## config.mk

```make
export PLATFORM = sky130hd
export DESIGN_NAME = seven_segment_display_serial_writer_core
export DESIGN_NICKNAME = d
export VERILOG_FILES = /design/src/hdl/ssdw_pkg.sv /design/src/hdl/seven_segment_display_serial_writer_core.sv /design/src/hdl/ssdw_front.sv /design/src/hdl/ssdw_queue.sv /design/src/hdl/ssdw_back.sv
export VERILOG_INCLUDE_DIRS = /design/src /design/src/hdl
export SDC_FILE = /design/constraint.sdc
export NUM_CORES = 1
export LEC_CHECK = 0
export BUFFER_PORTS_ARGS = -buffer_cell sky130_fd_sc_hd__buf_2
export CAP_MARGIN = 5
export CELL_PAD_IN_SITES_DETAIL_PLACEMENT = 1
export CELL_PAD_IN_SITES_GLOBAL_PLACEMENT = 1
export CORE_MARGIN = 2
export CORE_UTILIZATION = 40
export DETAILED_ROUTE_END_ITERATION = 12
export PLACE_DENSITY_LB_ADDON = 0.1
export SLEW_MARGIN = 0
export SYNTH_ARGS = -nofsm -noshare
export SYNTH_HDL_FRONTEND = slang
export SYNTH_HIERARCHICAL = 1
export SYNTH_SLANG_ARGS = --single-unit
export TNS_END_PERCENT = 100
```

## constraint.sdc

```tcl
create_clock -name clk -period 8.1 [get_ports clk]
set_input_delay 0.81 -clock clk [delete_from_list [all_inputs] [get_ports clk]]
set_output_delay 0.81 -clock clk [all_outputs]
set_load 0.03 [all_outputs]
```

## src/hdl/assert_macros.svh

```systemverilog
// assertion macros shared by the display writer modules
// no dependencies; the bodies are empty when SYNTHESIS is defined
`ifndef ASSERT_MACROS_SVH
`define ASSERT_MACROS_SVH
`ifndef SYNTHESIS
// antecedent implies consequent in the same cycle
`define SSDW_ASSERT_IMPLY(lbl, a_clk, a_rst_n, ante, cons) \
    lbl: assert property (@(posedge a_clk) disable iff (!a_rst_n) (ante) |-> (cons)) \
        else $error("assertion failed");
// antecedent implies consequent in the next cycle
`define SSDW_ASSERT_NEXT(lbl, a_clk, a_rst_n, ante, cons) \
    lbl: assert property (@(posedge a_clk) disable iff (!a_rst_n) (ante) |=> (cons)) \
        else $error("assertion failed");
`else
`define SSDW_ASSERT_IMPLY(lbl, a_clk, a_rst_n, ante, cons)
`define SSDW_ASSERT_NEXT(lbl, a_clk, a_rst_n, ante, cons)
`endif
`endif

```

## src/hdl/ssdw_pkg.sv

```systemverilog
// shared types, constants and helper functions of the display writer
// no dependencies
`default_nettype none
package ssdw_pkg;

    // field widths
    localparam int HBT_W       = 16;
    localparam int VALUE_W     = 14;
    localparam int SEGS_W      = 32;
    localparam int BCD_W       = 20;
    localparam int BRIGHT_W    = 3;
    localparam int CFG_DATA_W  = 16;
    localparam int CFG_INDEX_W = 2;

    // parameter defaults and config reset values
    localparam int                DELAY_WIDTH_DEF  = 16;
    localparam logic [BRIGHT_W-1:0] BRIGHT_RST     = 3'd7;
    localparam logic              DISPLAY_ON_RST   = 1'b1;
    localparam logic [HBT_W-1:0]  HBT_RST          = 16'd100;

    // command queue depth between front and back
    localparam int QDEPTH = 4;
    localparam int QPTR_W = $clog2(QDEPTH);
    localparam int QCNT_W = $clog2(QDEPTH + 1);

    // bus command bytes
    localparam logic [7:0] BUS_DATA_SET = 8'h40;
    localparam logic [7:0] BUS_ADDR_SET = 8'hC0;
    localparam logic [7:0] COLON_BIT    = 8'h80;

    // opcode on the input channel
    typedef enum logic [1:0] {
        OP_TICK    = 2'd0,
        OP_DECIMAL = 2'd1,
        OP_RAW     = 2'd2,
        OP_NONE    = 2'd3
    } op_t;

    // classified command handed from front to back
    typedef enum logic [1:0] {
        CMD_TICK  = 2'd0,
        CMD_WRITE = 2'd1,
        CMD_NONE  = 2'd2
    } cmd_t;

    // config register indexes
    typedef enum logic [CFG_INDEX_W-1:0] {
        CFG_BRIGHTNESS = 2'd0,
        CFG_DISPLAY_ON = 2'd1,
        CFG_HALF_BIT   = 2'd2
    } cfg_reg_t;

    // sequencer phases
    typedef enum logic [4:0] {
        PH_IDLE         = 5'd0,
        PH_START_HI     = 5'd1,
        PH_START_LO     = 5'd2,
        PH_BIT_CLK_LO   = 5'd3,
        PH_BIT_DATA     = 5'd4,
        PH_BIT_CLK_HI   = 5'd5,
        PH_ACK_CLK_LO   = 5'd6,
        PH_ACK_RELEASE  = 5'd7,
        PH_ACK_SAMPLE   = 5'd8,
        PH_ACK_CLK_LO2  = 5'd9,
        PH_STOP_DATA_LO = 5'd10,
        PH_STOP_CLK_HI  = 5'd11,
        PH_STOP_DATA_HI = 5'd12,
        PH_PAUSE        = 5'd13
    } phase_t;

    // queue entry
    typedef struct packed {
        cmd_t              kind;
        logic [SEGS_W-1:0] segs;
        logic              dio;
    } item_t;

    // seven-segment pattern of one decimal digit
    function automatic logic [7:0] seg_of(logic [3:0] digit);
        logic [7:0] pat;
        case (digit)
            4'd0:    pat = 8'b00111111;
            4'd1:    pat = 8'b00000110;
            4'd2:    pat = 8'b01011011;
            4'd3:    pat = 8'b01001111;
            4'd4:    pat = 8'h66;
            4'd5:    pat = 8'h6D;
            4'd6:    pat = 8'h7D;
            4'd7:    pat = 8'h07;
            4'd8:    pat = 8'h7F;
            4'd9:    pat = 8'h6F;
            default: pat = 8'h00;
        endcase
        return pat;
    endfunction

    // seven shift-add-3 steps of binary to bcd conversion
    function automatic logic [BCD_W-1:0] dabble7(logic [BCD_W-1:0] bcd_in, logic [6:0] bits);
        logic [BCD_W-1:0] b;
        b = bcd_in;
        for (int i = 6; i >= 0; i--)
        begin
            for (int d = 0; d < BCD_W / 4; d++)
            begin
                if (b[4*d +: 4] >= 4'd5)
                begin
                    b[4*d +: 4] = b[4*d +: 4] + 4'd3;
                end
            end
            b = {b[BCD_W-2:0], bits[i]};
        end
        return b;
    endfunction

endpackage
`default_nettype wire

```

## src/hdl/seven_segment_display_serial_writer_core.sv

```systemverilog
// Two-wire seven-segment display writer: front end, command queue, bus sequencer.
// Each result passes the front stage, a queue entry and the result register.
// One request per cycle unless results stall; the sequencer steps once per bit delay.
// While a result waits, the 4-entry queue and the front stage take 5 more requests.
// Reset (rst_n, asynchronous, active low): sequencer idle, clock and data lines high,
// brightness 7, display on, 100 ticks per bit delay.
`default_nettype none
module seven_segment_display_serial_writer_core
#(
    parameter int DELAY_WIDTH = ssdw_pkg::DELAY_WIDTH_DEF
)
(
    input  wire logic                                clk,
    input  wire logic                                rst_n,
    // request in
    input  wire logic                                s_tvalid,
    output logic                                     s_tready,
    // number_value[13:0], blank_leading[14], colon_on[15], raw_segments[47:16],
    // dio_sample[48], zero fill[55:49]
    input  wire logic [55:0]                         s_tdata,
    // opcode[1:0]
    input  wire logic [1:0]                          s_tuser,
    // result out
    output logic                                     m_tvalid,
    input  wire logic                                m_tready,
    // clock_level[0], data_level[1], data_drive[2], busy_res[3], ack_level[4],
    // command_dropped[5], zero fill[7:6]
    output logic [7:0]                               m_tdata,
    // config write
    input  wire logic                                cfg_valid,
    output logic                                     cfg_ready,
    input  wire logic [ssdw_pkg::CFG_INDEX_W-1:0]    cfg_index,
    input  wire logic [ssdw_pkg::CFG_DATA_W-1:0]     cfg_data
);

    logic            q_full;
    logic            q_push;
    logic            q_pop;
    logic            q_not_empty;
    ssdw_pkg::item_t push_item;
    ssdw_pkg::item_t head_item;
    logic [5:0]      result_bits;

    assign cfg_ready = 1'b1;

    ssdw_front u_front
    (
        .clk           (clk),
        .rst_n         (rst_n),
        .in_valid      (s_tvalid),
        .in_ready      (s_tready),
        .opcode        (ssdw_pkg::op_t'(s_tuser)),
        .number_value  (s_tdata[13:0]),
        .blank_leading (s_tdata[14]),
        .colon_on      (s_tdata[15]),
        .raw_segments  (s_tdata[47:16]),
        .dio_sample    (s_tdata[48]),
        .q_full        (q_full),
        .q_push        (q_push),
        .q_item        (push_item)
    );

    ssdw_queue u_queue
    (
        .clk       (clk),
        .rst_n     (rst_n),
        .push      (q_push),
        .push_item (push_item),
        .full      (q_full),
        .pop       (q_pop),
        .not_empty (q_not_empty),
        .head_item (head_item)
    );

    ssdw_back
    #(
        .DELAY_WIDTH (DELAY_WIDTH)
    )
    u_back
    (
        .clk         (clk),
        .rst_n       (rst_n),
        .cfg_write   (cfg_valid && cfg_ready),
        .cfg_sel     (ssdw_pkg::cfg_reg_t'(cfg_index)),
        .cfg_value   (cfg_data),
        .q_not_empty (q_not_empty),
        .q_head      (head_item),
        .q_pop       (q_pop),
        .out_valid   (m_tvalid),
        .out_ready   (m_tready),
        .out_bits    (result_bits)
    );

    assign m_tdata = {2'b00, result_bits};

endmodule
`default_nettype wire

```

## src/hdl/ssdw_front.sv

```systemverilog
// front end: accepts input items, classifies them and encodes decimal numbers
// depends on ssdw_pkg
`default_nettype none
module ssdw_front
(
    input  wire logic                           clk,
    input  wire logic                           rst_n,
    input  wire logic                           in_valid,
    output logic                                in_ready,
    input  wire ssdw_pkg::op_t                  opcode,
    input  wire logic [ssdw_pkg::VALUE_W-1:0]   number_value,
    input  wire logic                           blank_leading,
    input  wire logic                           colon_on,
    input  wire logic [ssdw_pkg::SEGS_W-1:0]    raw_segments,
    input  wire logic                           dio_sample,
    input  wire logic                           q_full,
    output logic                                q_push,
    output ssdw_pkg::item_t                     q_item
);

    logic                          s1_valid_reg;
    ssdw_pkg::op_t                 s1_op_reg;
    logic [ssdw_pkg::VALUE_W-1:0]  s1_value_reg;
    logic                          s1_blank_reg;
    logic                          s1_colon_reg;
    logic [ssdw_pkg::SEGS_W-1:0]   s1_raw_reg;
    logic                          s1_dio_reg;
    logic [ssdw_pkg::BCD_W-1:0]    s1_bcd_reg;
    logic                          s1_load;
    logic [ssdw_pkg::BCD_W-1:0]    bcd_full;
    logic [ssdw_pkg::SEGS_W-1:0]   encoded;
    logic [3:0]                    shown;

    // stage one moves whenever the queue takes its item
    assign q_push   = s1_valid_reg && !q_full;
    assign in_ready = !s1_valid_reg || !q_full;
    assign s1_load  = in_valid && in_ready;

    always_ff @(posedge clk or negedge rst_n)
    begin
        if (!rst_n)
        begin
            s1_valid_reg <= 1'b0;
        end
        else if (in_ready)
        begin
            s1_valid_reg <= in_valid;
        end
    end

    // first half of the bcd conversion on the upper seven bits
    always_ff @(posedge clk)
    begin
        if (s1_load)
        begin
            s1_op_reg    <= opcode;
            s1_value_reg <= number_value;
            s1_blank_reg <= blank_leading;
            s1_colon_reg <= colon_on;
            s1_raw_reg   <= raw_segments;
            s1_dio_reg   <= dio_sample;
            s1_bcd_reg   <= ssdw_pkg::dabble7('0, number_value[13:7]);
        end
    end

    // second half of the conversion and digit encoding
    assign bcd_full = ssdw_pkg::dabble7(s1_bcd_reg, s1_value_reg[6:0]);
    assign shown[3] = (s1_value_reg > 14'd999) || !s1_blank_reg;
    assign shown[2] = (s1_value_reg > 14'd99)  || !s1_blank_reg;
    assign shown[1] = (s1_value_reg > 14'd9)   || !s1_blank_reg;
    assign shown[0] = (s1_value_reg != '0)     || !s1_blank_reg;

    always_comb
    begin
        for (int i = 0; i < 4; i++)
        begin
            encoded[8*i +: 8] = shown[i]
                ? (ssdw_pkg::seg_of(bcd_full[4*i +: 4])
                   | (s1_colon_reg ? ssdw_pkg::COLON_BIT : 8'h00))
                : 8'h00;
        end
    end

    // classification into the queue entry
    always_comb
    begin
        q_item.dio  = s1_dio_reg;
        q_item.segs = s1_raw_reg;
        case (s1_op_reg)
            ssdw_pkg::OP_TICK:
            begin
                q_item.kind = ssdw_pkg::CMD_TICK;
            end
            ssdw_pkg::OP_DECIMAL:
            begin
                q_item.kind = ssdw_pkg::CMD_WRITE;
                q_item.segs = encoded;
            end
            ssdw_pkg::OP_RAW:
            begin
                q_item.kind = ssdw_pkg::CMD_WRITE;
            end
            default:
            begin
                q_item.kind = ssdw_pkg::CMD_NONE;
            end
        endcase
    end

endmodule
`default_nettype wire

```

## src/hdl/ssdw_queue.sv

```systemverilog
// short command queue between front end and sequencer
// depends on ssdw_pkg and assert_macros.svh
`default_nettype none
`include "assert_macros.svh"
module ssdw_queue
(
    input  wire logic            clk,
    input  wire logic            rst_n,
    input  wire logic            push,
    input  wire ssdw_pkg::item_t push_item,
    output logic                 full,
    input  wire logic            pop,
    output logic                 not_empty,
    output ssdw_pkg::item_t      head_item
);

    ssdw_pkg::item_t                  entry_reg [ssdw_pkg::QDEPTH];
    logic [ssdw_pkg::QPTR_W-1:0]      wr_ptr_reg;
    logic [ssdw_pkg::QPTR_W-1:0]      rd_ptr_reg;
    logic [ssdw_pkg::QCNT_W-1:0]      count_reg;
    logic [ssdw_pkg::QCNT_W-1:0]      count_next;

    assign full      = (count_reg == ssdw_pkg::QCNT_W'(ssdw_pkg::QDEPTH));
    assign not_empty = (count_reg != '0);
    assign head_item = entry_reg[rd_ptr_reg];

    // occupancy
    always_comb
    begin
        count_next = count_reg;
        if (push && !pop)
        begin
            count_next = count_reg + ssdw_pkg::QCNT_W'(1);
        end
        else if (pop && !push)
        begin
            count_next = count_reg - ssdw_pkg::QCNT_W'(1);
        end
    end

    always_ff @(posedge clk or negedge rst_n)
    begin
        if (!rst_n)
        begin
            wr_ptr_reg <= '0;
            rd_ptr_reg <= '0;
            count_reg  <= '0;
        end
        else
        begin
            count_reg <= count_next;
            if (push)
            begin
                wr_ptr_reg <= wr_ptr_reg + ssdw_pkg::QPTR_W'(1);
            end
            if (pop)
            begin
                rd_ptr_reg <= rd_ptr_reg + ssdw_pkg::QPTR_W'(1);
            end
        end
    end

    // entry storage
    always_ff @(posedge clk)
    begin
        if (push)
        begin
            entry_reg[wr_ptr_reg] <= push_item;
        end
    end

    `SSDW_ASSERT_IMPLY(a_no_overflow, clk, rst_n, push, !full)
    `SSDW_ASSERT_IMPLY(a_no_underflow, clk, rst_n, pop, not_empty)
    `SSDW_ASSERT_IMPLY(a_count_range, clk, rst_n, 1'b1, count_reg <= ssdw_pkg::QCNT_W'(ssdw_pkg::QDEPTH))

endmodule
`default_nettype wire

```

## src/hdl/ssdw_back.sv

```systemverilog
// back end: bus sequencer, config registers and result register
// depends on ssdw_pkg and assert_macros.svh
`default_nettype none
`include "assert_macros.svh"
module ssdw_back
#(
    parameter int DELAY_WIDTH = ssdw_pkg::DELAY_WIDTH_DEF
)
(
    input  wire logic                              clk,
    input  wire logic                              rst_n,
    input  wire logic                              cfg_write,
    input  wire ssdw_pkg::cfg_reg_t                cfg_sel,
    input  wire logic [ssdw_pkg::CFG_DATA_W-1:0]   cfg_value,
    input  wire logic                              q_not_empty,
    input  wire ssdw_pkg::item_t                   q_head,
    output logic                                   q_pop,
    output logic                                   out_valid,
    input  wire logic                              out_ready,
    output logic [5:0]                             out_bits
);

    logic [ssdw_pkg::BRIGHT_W-1:0] bright_reg;
    logic                          on_reg;
    logic [ssdw_pkg::HBT_W-1:0]    hbt_reg;

    ssdw_pkg::phase_t              phase_reg;
    ssdw_pkg::phase_t              phase_next;
    logic [2:0]                    fbi_reg;
    logic [2:0]                    fbi_next;
    logic [2:0]                    bit_reg;
    logic [2:0]                    bit_next;
    logic [DELAY_WIDTH-1:0]        delay_reg;
    logic [DELAY_WIDTH-1:0]        delay_next;
    logic [7:0]                    shift_reg;
    logic [7:0]                    shift_next;
    logic [ssdw_pkg::SEGS_W-1:0]   segs_reg;
    logic [ssdw_pkg::SEGS_W-1:0]   segs_next;
    logic                          ack_reg;
    logic                          ack_next;
    logic                          clk_out_reg;
    logic                          clk_out_next;
    logic                          dat_out_reg;
    logic                          dat_out_next;
    logic                          out_valid_reg;
    logic [5:0]                    out_bits_reg;

    logic                          idle;
    logic                          is_write;
    logic                          write_ok;
    logic                          dropped;
    logic                          tick_busy;
    logic                          act;
    logic                          dec;
    logic [ssdw_pkg::HBT_W-1:0]    hbt_m1;
    logic [DELAY_WIDTH-1:0]        reload;

    // byte of the frame sequence at a given position
    function automatic logic [7:0] byte_at(logic [2:0] idx, logic [31:0] segs,
                                           logic [2:0] bright, logic on);
        logic [7:0] b;
        case (idx)
            3'd0:    b = ssdw_pkg::BUS_DATA_SET;
            3'd1:    b = ssdw_pkg::BUS_ADDR_SET;
            3'd2:    b = segs[31:24];
            3'd3:    b = segs[23:16];
            3'd4:    b = segs[15:8];
            3'd5:    b = segs[7:0];
            3'd6:    b = {on, 3'b000, on, bright};
            default: b = 8'h00;
        endcase
        return b;
    endfunction

    // config registers
    always_ff @(posedge clk or negedge rst_n)
    begin
        if (!rst_n)
        begin
            bright_reg <= ssdw_pkg::BRIGHT_RST;
            on_reg     <= ssdw_pkg::DISPLAY_ON_RST;
            hbt_reg    <= ssdw_pkg::HBT_RST;
        end
        else if (cfg_write)
        begin
            case (cfg_sel)
                ssdw_pkg::CFG_BRIGHTNESS: bright_reg <= cfg_value[ssdw_pkg::BRIGHT_W-1:0];
                ssdw_pkg::CFG_DISPLAY_ON: on_reg     <= cfg_value[0];
                ssdw_pkg::CFG_HALF_BIT:   hbt_reg    <= cfg_value;
                default:                  ;
            endcase
        end
    end

    // bit delay reload, zero treated as one, saturated to the counter range
    assign hbt_m1 = (hbt_reg == '0) ? '0 : hbt_reg - ssdw_pkg::HBT_W'(1);
    generate
        if (DELAY_WIDTH >= ssdw_pkg::HBT_W)
        begin : g_reload_wide
            assign reload = (DELAY_WIDTH)'(hbt_m1);
        end
        else
        begin : g_reload_sat
            assign reload = (|hbt_m1[ssdw_pkg::HBT_W-1:DELAY_WIDTH])
                ? '1 : hbt_m1[DELAY_WIDTH-1:0];
        end
    endgenerate

    // command decode, one queue entry per free result slot
    assign q_pop     = q_not_empty && (!out_valid_reg || out_ready);
    assign idle      = (phase_reg == ssdw_pkg::PH_IDLE);
    assign is_write  = q_pop && (q_head.kind == ssdw_pkg::CMD_WRITE);
    assign write_ok  = is_write && idle;
    assign dropped   = is_write && !idle;
    assign tick_busy = q_pop && (q_head.kind == ssdw_pkg::CMD_TICK) && !idle;
    assign act       = tick_busy && (delay_reg == '0);
    assign dec       = tick_busy && (delay_reg != '0);

    // next phase
    always_comb
    begin
        phase_next = phase_reg;
        if (write_ok)
        begin
            phase_next = ssdw_pkg::PH_START_HI;
        end
        else if (act)
        begin
            case (phase_reg)
                ssdw_pkg::PH_START_HI:     phase_next = ssdw_pkg::PH_START_LO;
                ssdw_pkg::PH_START_LO:     phase_next = ssdw_pkg::PH_BIT_CLK_LO;
                ssdw_pkg::PH_BIT_CLK_LO:   phase_next = ssdw_pkg::PH_BIT_DATA;
                ssdw_pkg::PH_BIT_DATA:     phase_next = ssdw_pkg::PH_BIT_CLK_HI;
                ssdw_pkg::PH_BIT_CLK_HI:
                    phase_next = (bit_reg >= 3'd7) ? ssdw_pkg::PH_ACK_CLK_LO
                                                   : ssdw_pkg::PH_BIT_CLK_LO;
                ssdw_pkg::PH_ACK_CLK_LO:   phase_next = ssdw_pkg::PH_ACK_RELEASE;
                ssdw_pkg::PH_ACK_RELEASE:  phase_next = ssdw_pkg::PH_ACK_SAMPLE;
                ssdw_pkg::PH_ACK_SAMPLE:   phase_next = ssdw_pkg::PH_ACK_CLK_LO2;
                ssdw_pkg::PH_ACK_CLK_LO2:
                    phase_next = (fbi_reg == 3'd0 || fbi_reg >= 3'd5)
                        ? ssdw_pkg::PH_STOP_DATA_LO : ssdw_pkg::PH_BIT_CLK_LO;
                ssdw_pkg::PH_STOP_DATA_LO: phase_next = ssdw_pkg::PH_STOP_CLK_HI;
                ssdw_pkg::PH_STOP_CLK_HI:  phase_next = ssdw_pkg::PH_STOP_DATA_HI;
                ssdw_pkg::PH_STOP_DATA_HI:
                    phase_next = (fbi_reg >= 3'd6) ? ssdw_pkg::PH_PAUSE
                                                   : ssdw_pkg::PH_START_HI;
                ssdw_pkg::PH_PAUSE:
                    phase_next = (bit_reg >= 3'd5) ? ssdw_pkg::PH_IDLE
                                                   : ssdw_pkg::PH_PAUSE;
                default:                   phase_next = ssdw_pkg::PH_IDLE;
            endcase
        end
    end

    // sequencer datapath and pin levels
    always_comb
    begin
        fbi_next     = fbi_reg;
        bit_next     = bit_reg;
        delay_next   = delay_reg;
        shift_next   = shift_reg;
        segs_next    = segs_reg;
        ack_next     = ack_reg;
        clk_out_next = clk_out_reg;
        dat_out_next = dat_out_reg;
        if (write_ok)
        begin
            segs_next  = q_head.segs;
            fbi_next   = '0;
            bit_next   = '0;
            delay_next = '0;
        end
        else if (dec)
        begin
            delay_next = delay_reg - (DELAY_WIDTH)'(1);
        end
        else if (act)
        begin
            delay_next = reload;
            case (phase_reg)
                ssdw_pkg::PH_START_HI:
                begin
                    dat_out_next = 1'b1;
                end
                ssdw_pkg::PH_START_LO:
                begin
                    dat_out_next = 1'b0;
                    shift_next   = byte_at(fbi_reg, segs_reg, bright_reg, on_reg);
                    bit_next     = '0;
                end
                ssdw_pkg::PH_BIT_CLK_LO:
                begin
                    clk_out_next = 1'b0;
                end
                ssdw_pkg::PH_BIT_DATA:
                begin
                    dat_out_next = shift_reg[0];
                end
                ssdw_pkg::PH_BIT_CLK_HI:
                begin
                    clk_out_next = 1'b1;
                    shift_next   = {1'b0, shift_reg[7:1]};
                    bit_next     = (bit_reg >= 3'd7) ? 3'd0 : bit_reg + 3'd1;
                end
                ssdw_pkg::PH_ACK_CLK_LO:
                begin
                    clk_out_next = 1'b0;
                end
                ssdw_pkg::PH_ACK_RELEASE:
                begin
                end
                ssdw_pkg::PH_ACK_SAMPLE:
                begin
                    ack_next     = q_head.dio;
                    dat_out_next = 1'b0;
                end
                ssdw_pkg::PH_ACK_CLK_LO2:
                begin
                    clk_out_next = 1'b0;
                    if (!(fbi_reg == 3'd0 || fbi_reg >= 3'd5))
                    begin
                        fbi_next   = fbi_reg + 3'd1;
                        shift_next = byte_at(fbi_reg + 3'd1, segs_reg, bright_reg, on_reg);
                        bit_next   = '0;
                    end
                end
                ssdw_pkg::PH_STOP_DATA_LO:
                begin
                    dat_out_next = 1'b0;
                end
                ssdw_pkg::PH_STOP_CLK_HI:
                begin
                    clk_out_next = 1'b1;
                end
                ssdw_pkg::PH_STOP_DATA_HI:
                begin
                    dat_out_next = 1'b1;
                    if (fbi_reg >= 3'd6)
                    begin
                        bit_next = '0;
                    end
                    else
                    begin
                        fbi_next = fbi_reg + 3'd1;
                    end
                end
                ssdw_pkg::PH_PAUSE:
                begin
                    if (bit_reg >= 3'd5)
                    begin
                        bit_next   = '0;
                        delay_next = '0;
                    end
                    else
                    begin
                        bit_next = bit_reg + 3'd1;
                    end
                end
                default:
                begin
                    delay_next = '0;
                end
            endcase
        end
    end

    // sequencer state
    always_ff @(posedge clk or negedge rst_n)
    begin
        if (!rst_n)
        begin
            phase_reg   <= ssdw_pkg::PH_IDLE;
            fbi_reg     <= '0;
            bit_reg     <= '0;
            delay_reg   <= '0;
            shift_reg   <= '0;
            segs_reg    <= '0;
            ack_reg     <= 1'b0;
            clk_out_reg <= 1'b1;
            dat_out_reg <= 1'b1;
        end
        else
        begin
            phase_reg   <= phase_next;
            fbi_reg     <= fbi_next;
            bit_reg     <= bit_next;
            delay_reg   <= delay_next;
            shift_reg   <= shift_next;
            segs_reg    <= segs_next;
            ack_reg     <= ack_next;
            clk_out_reg <= clk_out_next;
            dat_out_reg <= dat_out_next;
        end
    end

    // result register, one result per queue entry
    always_ff @(posedge clk or negedge rst_n)
    begin
        if (!rst_n)
        begin
            out_valid_reg <= 1'b0;
        end
        else if (!out_valid_reg || out_ready)
        begin
            out_valid_reg <= q_not_empty;
        end
    end

    always_ff @(posedge clk)
    begin
        if (q_pop)
        begin
            out_bits_reg <= {dropped,
                             ack_next,
                             phase_next != ssdw_pkg::PH_IDLE,
                             phase_next != ssdw_pkg::PH_ACK_SAMPLE,
                             dat_out_next,
                             clk_out_next};
        end
    end

    assign out_valid = out_valid_reg;
    assign out_bits  = out_bits_reg;

    `SSDW_ASSERT_IMPLY(a_idle_delay_clear, clk, rst_n, idle, delay_reg == '0)
    `SSDW_ASSERT_IMPLY(a_pause_count, clk, rst_n,
                       phase_reg == ssdw_pkg::PH_PAUSE, bit_reg <= 3'd5)
    `SSDW_ASSERT_NEXT(a_drop_reported, clk, rst_n, dropped, out_valid && out_bits[5])

endmodule
`default_nettype wire

```

==> results of run 1 <==
final cells by class:
class / count / area, um2 / area share [%]
Antenna cell: 4 / 10.0 / 0.0490
Clock buffer: 42 / 955 / 4.67
Clock inverter: 22 / 238 / 1.16
Inverter: 75 / 284 / 1.39
Multi-Input combinational cell: 1169 / 8930 / 43.7
Sequential cell: 304 / 8650 / 42.3
Tap cell: 600 / 751 / 3.67
Timing Repair Buffer: 109 / 618 / 3.02
metrics by stage:
| step | area [um2] | util (%) | hold slack, ps | instances |
|---|---|---|---|---|
| after floorplan | 18200 | - | 449 | 1626 |
| after global placement | 19200 | 42.4 | 487 | 2257 |
| after detailed placement | 19200 | 42.4 | 493 | 2257 |
| after CTS | 20300 | 45.0 | 285 | 2321 |
| after global routing | 20400 | 45.2 | 314 | 2322 |
| final | 20400 | 45.2 | 282 | 2325 |
placed cells by master (no fill, tap or decap), types with 15 or more instances in the layout:
cell type / count
dfrtp_1: 89
nor2_1: 74
clkbuf_16: 37
o21ai_0: 71
nand2_1: 184
mux2i_1: 20
xnor2_1: 22
inv_1: 69
mux2_2: 51
edfxtp_1: 205
nor4_1: 19
and2_1: 19
ha_1: 67
a21oi_1: 72
buf_2: 80
o211ai_1: 25
a21o_1: 15
nand3_1: 36
buf_4: 29
mux4_2: 29
nand2b_1: 18
nor3_1: 47
cell usage after synthesis, types with 9 or more instances:
master	number
a211oi_1	10
nand2_1	184
o21ai_0	72
a22oi_1	9
inv_1	69
a21o_1	15
and3_1	14
dfrtp_1	90
and2_1	20
nor3b_1	9
nor4_1	19
nor3_1	47
a21oi_1	74
a211o_1	10
or3_1	10
a31oi_1	12
mux2_2	51
o221ai_1	9
nand4_1	12
o31ai_1	11
nor2b_1	14
buf_2	21
o21a_1	9
o211ai_1	25
dfstp_2	9
nand2b_1	18
ha_1	67
nor2_1	75
clkbuf_1	37
mux4_2	29
o21ai_1	13
nand3_1	36
edfxtp_1	205
mux2i_1	20
xnor2_1	23
a22o_1	10
o2bb2ai_1	16
a21boi_0	11
cell families after synthesis:
group / share of synthesized area, %
AO/OA/AOI/OAI: 17.9
XOR/XNOR: 1.85
adder cells (fa/ha/maj): 4.82
buffers and inverters: 4.01
flip-flops: 47.4
multiplexers: 8.92
other: 0.0412
AND/OR/NAND/NOR: 15.0
worst paths after layout:
kind	to	slack [ps]	startpoint
max	u_queue/entry_reg[1][12]$_DFFE_PP_	620	u_front/s1_bcd_reg[4]$_DFFE_PP_
min	u_back/delay_reg[0]$_DFFE_PN0P_	280	rst_n
max reg2reg	u_queue/entry_reg[1][12]$_DFFE_PP_	620	u_front/s1_bcd_reg[4]$_DFFE_PP_
min reg2reg	u_queue/count_reg[2]$_DFFE_PN0P_	500	u_queue/count_reg[2]$_DFFE_PN0P_
max in group asynchronous	u_back/hbt_reg[8]$_DFFE_PN0P_	6630	rst_n
min in group clk	u_front/s1_value_reg[5]$_DFFE_PP_	440	s_tdata[5]
per-layer routing:
metal,routed length (um),vias to the layer above,global-route usage [%]
met5,22,-,0
met4,1180,4,6.71
met3,1750,67,3.51
met2,23200,185,35.3
met1,20700,6717,25.6
li1,-,6376,-
==> impl_metrics.toml, run 1 <==
[timing]
period_minus_slack_ps = 7480
setup_viol = 0
tns_ps = 0
skew_ps = 9.94
slew_viol_final = 0
grt_setup_unrepaired = "false"
setup_ws_ps = 616
tightest_slew_ps = 1020
fmax_mhz = 134
hold_viol_final = 0
period_share_pct = 92.4
slew_headroom_pct = 32.0

[critical_path]
path_depth = 34
crit_path_start_kind = "flop"
crit_type = "reg -> reg"
r2r_cells = 34
path_max_fanout = 7
worstPathArrival_ps = 7800
required_ps = 8420
crit_top_cell = "ha_1"
cp.buffers_inverters = 6
crit_family = "compound AO/OA/AOI/OAI gates"
cp_slowest_stage_delay_ps = 480
end_kind = "flop"
cp_slowest_cell = "edfxtp_1"

[global_routing]
grt_overflow_total = 0
grt_pass1_vias = 14000
grt_max_degree = 60
grt.total_usage_pct = 20.3
grt_first_pass_wirelength_um = 76800
antenna_found_initial = 4

[clock_network]
clkTransAtPathRegs_ps = 60
cts_buffers = 37
cts.path.max_buffers = 3
root_buffer = "clkbuf_16"
cts_sinks = 304
cts_max_level = 2
ctsHoldBuffers = 0
post_cts_buffers = 0
postCtsResizedCells = 0
clk_latency_ps = 550
cts_tree = "built"

[logic_synthesis]
synth_warnings = 6
yosysTopAreaCell = "edfxtp_1"
async_flop_share_pct = 32.6
synth.avg_cell_area_um2 = 11.2
synth_area_um2 = 18200
synth_ff_type = "edfxtp_1"
synth_edf_count = 205
synth-seq-cells = 304
synthCells = 1625
synth_area_leaders = "edfxtp_1, dfrtp_1, ha_1, nand2_1, mux4_2"
yosysSeqAreaShare_pct = 47.4
yosysTopAreaCellShare_pct = 33.8
yosys.cell_types.count = 128

[drt]
wirelength_um = 46900
vias = 13300
drtIter0Drc = 727
via_per_inst = 5.74
wl_per_cell_um = 20.2
drc_errors = 0
first_pass_iters = 5
ant_nets = 0

[floorplan]
dieArea_um2 = 47300
rows = 78
start_util_pct = 40.3
die_w_um = 217
coreArea_um2 = 45200
die_y_um = 217
io_pins = 92

[run_status]
status = "completed"

[cells_and_area]
largest_register_ffs = 140
final_nets = 1845
area_delta_synth_final_pct = 12.1
fill_cells = 4866
drive_above_1_share_pct = 20.2

[placement]
place_congestion = 0.839
portBuffers = 81
dp_hpwl_um = 33500
pre_cts_ws_ps = 336

[worst_hold_path]
hp-class = "in -> async"

[flow_run]
maxCapViolations = 0
Power of run 1 is left out: the tool's default activity adds up to more than one toggle a clock period on the data nets, which glitch-free logic cannot reach.
==> run 2, diff against run 1 <==
- ABC_AREA: unset -> 1
==> impl_metrics.toml, run 2 <==
[logic_synthesis]
yosys.cell_types.count = 60
yosysTopAreaCell = "edfxtp_1"
async_flop_share_pct = 32.6
yosysMostFrequentCell = "nand2_1"
synth.avg_cell_area_um2 = 8.58
yosysTopAreaCellShare_pct = 34.8
synth-seq-cells = 304
synthCells = 2063
synth_area_um2 = 17700
yosysSeqAreaShare_pct = 48.9
synth_commonest_cells = "nand2_1, inv_1, edfxtp_1"
synth_ff_type = "edfxtp_1"
synth_warnings = 6
synth_area_leaders = "edfxtp_1, nand2_1, dfrtp_1, inv_1, ha_1"
synth_edf_count = 205

[critical_path]
crit_family = "simple AND/OR/NAND/NOR gates"
path_max_fanout = 5
crit_type = "reg -> reg"
critical_path.endpoint = "u_queue/entry_reg[1][28]$_DFFE_PP_"
r2r_slack_ps = 1820
cp.buffers_inverters = 9
path_depth = 47
cp_slowest_stage_delay_ps = 450
required_ps = 8370
crit_path_start_kind = "flop"
r2r-start = "u_front/s1_value_reg[7]$_DFFE_PP_"
reg2reg_to = "u_queue/entry_reg[1][28]$_DFFE_PP_"
r2r_cells = 47
crit_start = "u_front/s1_value_reg[7]$_DFFE_PP_"
cp_slowest_cell = "edfxtp_1"
end_kind = "flop"
worstPathArrival_ps = 6550
crit_top_cell = "nand2_1"

[cells_and_area]
area_delta_synth_final_pct = 11.5
multi_input_area_um2 = 7630
drive_above_1_share_pct = 13.6
largest_register_ffs = 140
final_cell_mix = "nand2_1, inv_1, edfxtp_1, nand3_1, nor2_1"
fill_cells = 5311
final_nets = 2292
mostFrequentLayoutCell = "nand2_1"
final_util_pct = 44.9
seqCellArea_um2 = 8650

[timing]
skew_ps = 17.1
grt_setup_unrepaired = "false"
period_share_pct = 77.6
fmax_mhz = 159
setup_viol = 0
slew_headroom_pct = 32.6
whs_ps = 283
tightest_slew_ps = 1010
tns_ps = 0
setup_ws_ps = 1820
period_minus_slack_ps = 6280
slew_viol_final = 0
hold_viol_final = 0

[floorplan]
die_y_um = 214
dieArea_um2 = 45900
start_util_pct = 40.3
rows = 77
io_pins = 92
die_w_um = 214
coreArea_um2 = 43900

[drt]
drc_errors = 0
first_pass_iters = 4
via_per_inst = 4.98
drtIter0Drc = 609
vias = 13800
wirelength_um = 43600
ant_nets = 0
wl_per_cell_um = 15.8

[run_status]
status = "completed"

[global_routing]
grt_pass1_vias = 14500
grt_overflow_total = 0
grt.total_usage_pct = 19.3
antenna_found_initial = 0
grt_max_degree = 106
grt_first_pass_wirelength_um = 72300

[clock_network]
ctsHoldBuffers = 0
cts_sinks = 304
clk_latency_ps = 540
postCtsResizedCells = 0
cts.path.max_buffers = 3
cts_max_level = 2
cts_tree = "built"
post_cts_buffers = 0
root_buffer = "clkbuf_16"
cts_buffers = 37
clkTransAtPathRegs_ps = 60

[worst_hold_path]
hp-class = "in -> async"

[placement]
pre_cts_ws_ps = 1780
portBuffers = 81
place_congestion = 0.890
dp_hpwl_um = 32000

[flow_run]
maxCapViolations = 0
run 2: cell types whose count changed after synthesis, moves of 29 or more:
| cell | previous run | this run |
|---|---|---|
| mux2_2 | 51 | 6 |
| nor2_1 | 75 | 123 |
| inv_1 | 69 | 268 |
| nand2_2 | 2 | 47 |
| o211ai_1 | 25 | 70 |
| a21oi_1 | 74 | 40 |
| nand3_1 | 36 | 140 |
| nor3_1 | 47 | 9 |
| nand2_1 | 184 | 653 |
| clkbuf_1 | 37 | 8 |
| mux4_2 | 29 | 0 |
run 2: worst min-delay path by stage:
stage	endpoint
final	u_queue/count_reg[1]$_DFFE_PN0P_
after global routing	u_front/s1_valid_reg$_DFFE_PN0N_
after CTS	u_queue/count_reg[0]$_DFFE_PN0P_
after detailed placement	u_back/shift_reg[1]$_DFFE_PN0P_
after global placement	u_queue/count_reg[2]$_DFFE_PN0P_
after floorplan	u_queue/count_reg[2]$_DFFE_PN0P_
run 2: metal layers:
layer / vias to the layer above / part of all wire (%) / track usage, %
met1: 6621 / 43 / 23.0
met4: 0 / 2.6 / 6.78
met2: 168 / 51 / 35.3
met3: 70 / 3.0 / 2.78
li1: 6898 / - / -
met5: - / 0 / 0
run 2: area by class of cell:
| type | instances | share of cell area (%) |
|---|---|---|
| clock buffer | 52 | 5.18 |
| tap | 592 | 3.76 |
| antenna | 1 | 0.0127 |
| timing repair buffer | 88 | 2.33 |
| sequential | 304 | 43.8 |
| clock inverter | 13 | 0.577 |
| inverter | 295 | 5.63 |
| multi-input combinational | 1417 | 38.7 |
run 2: kinds of logic after synthesis:
logic type	after synthesis	synth area share (%)
simple gates	1046	26.1
buf+inv	343	8.11
flops	304	48.9
compound gates	254	9.24
fa+ha+maj	68	4.85
xor+xnor	39	2.33
mux	7	0.438
other cells	2	0.0425
run 2: stage by stage:
stage               cells  cell area [um2]
floorplan            2064            17700
global placement     2696            18600
detailed placement   2696            18600
CTS                  2761            19700
global route         2761            19700
finish               2762            19700
run 2: worst reg2reg max path, delay by kind of cell (launching register included):
family / cells / cell delay, ps
simple gates: 29 / 2920
fa+ha+maj: 6 / 1330
buf+inv: 9 / 680
compound gates: 3 / 640
flops: 1 / 450
Power of run 2 is left out for the same reason.
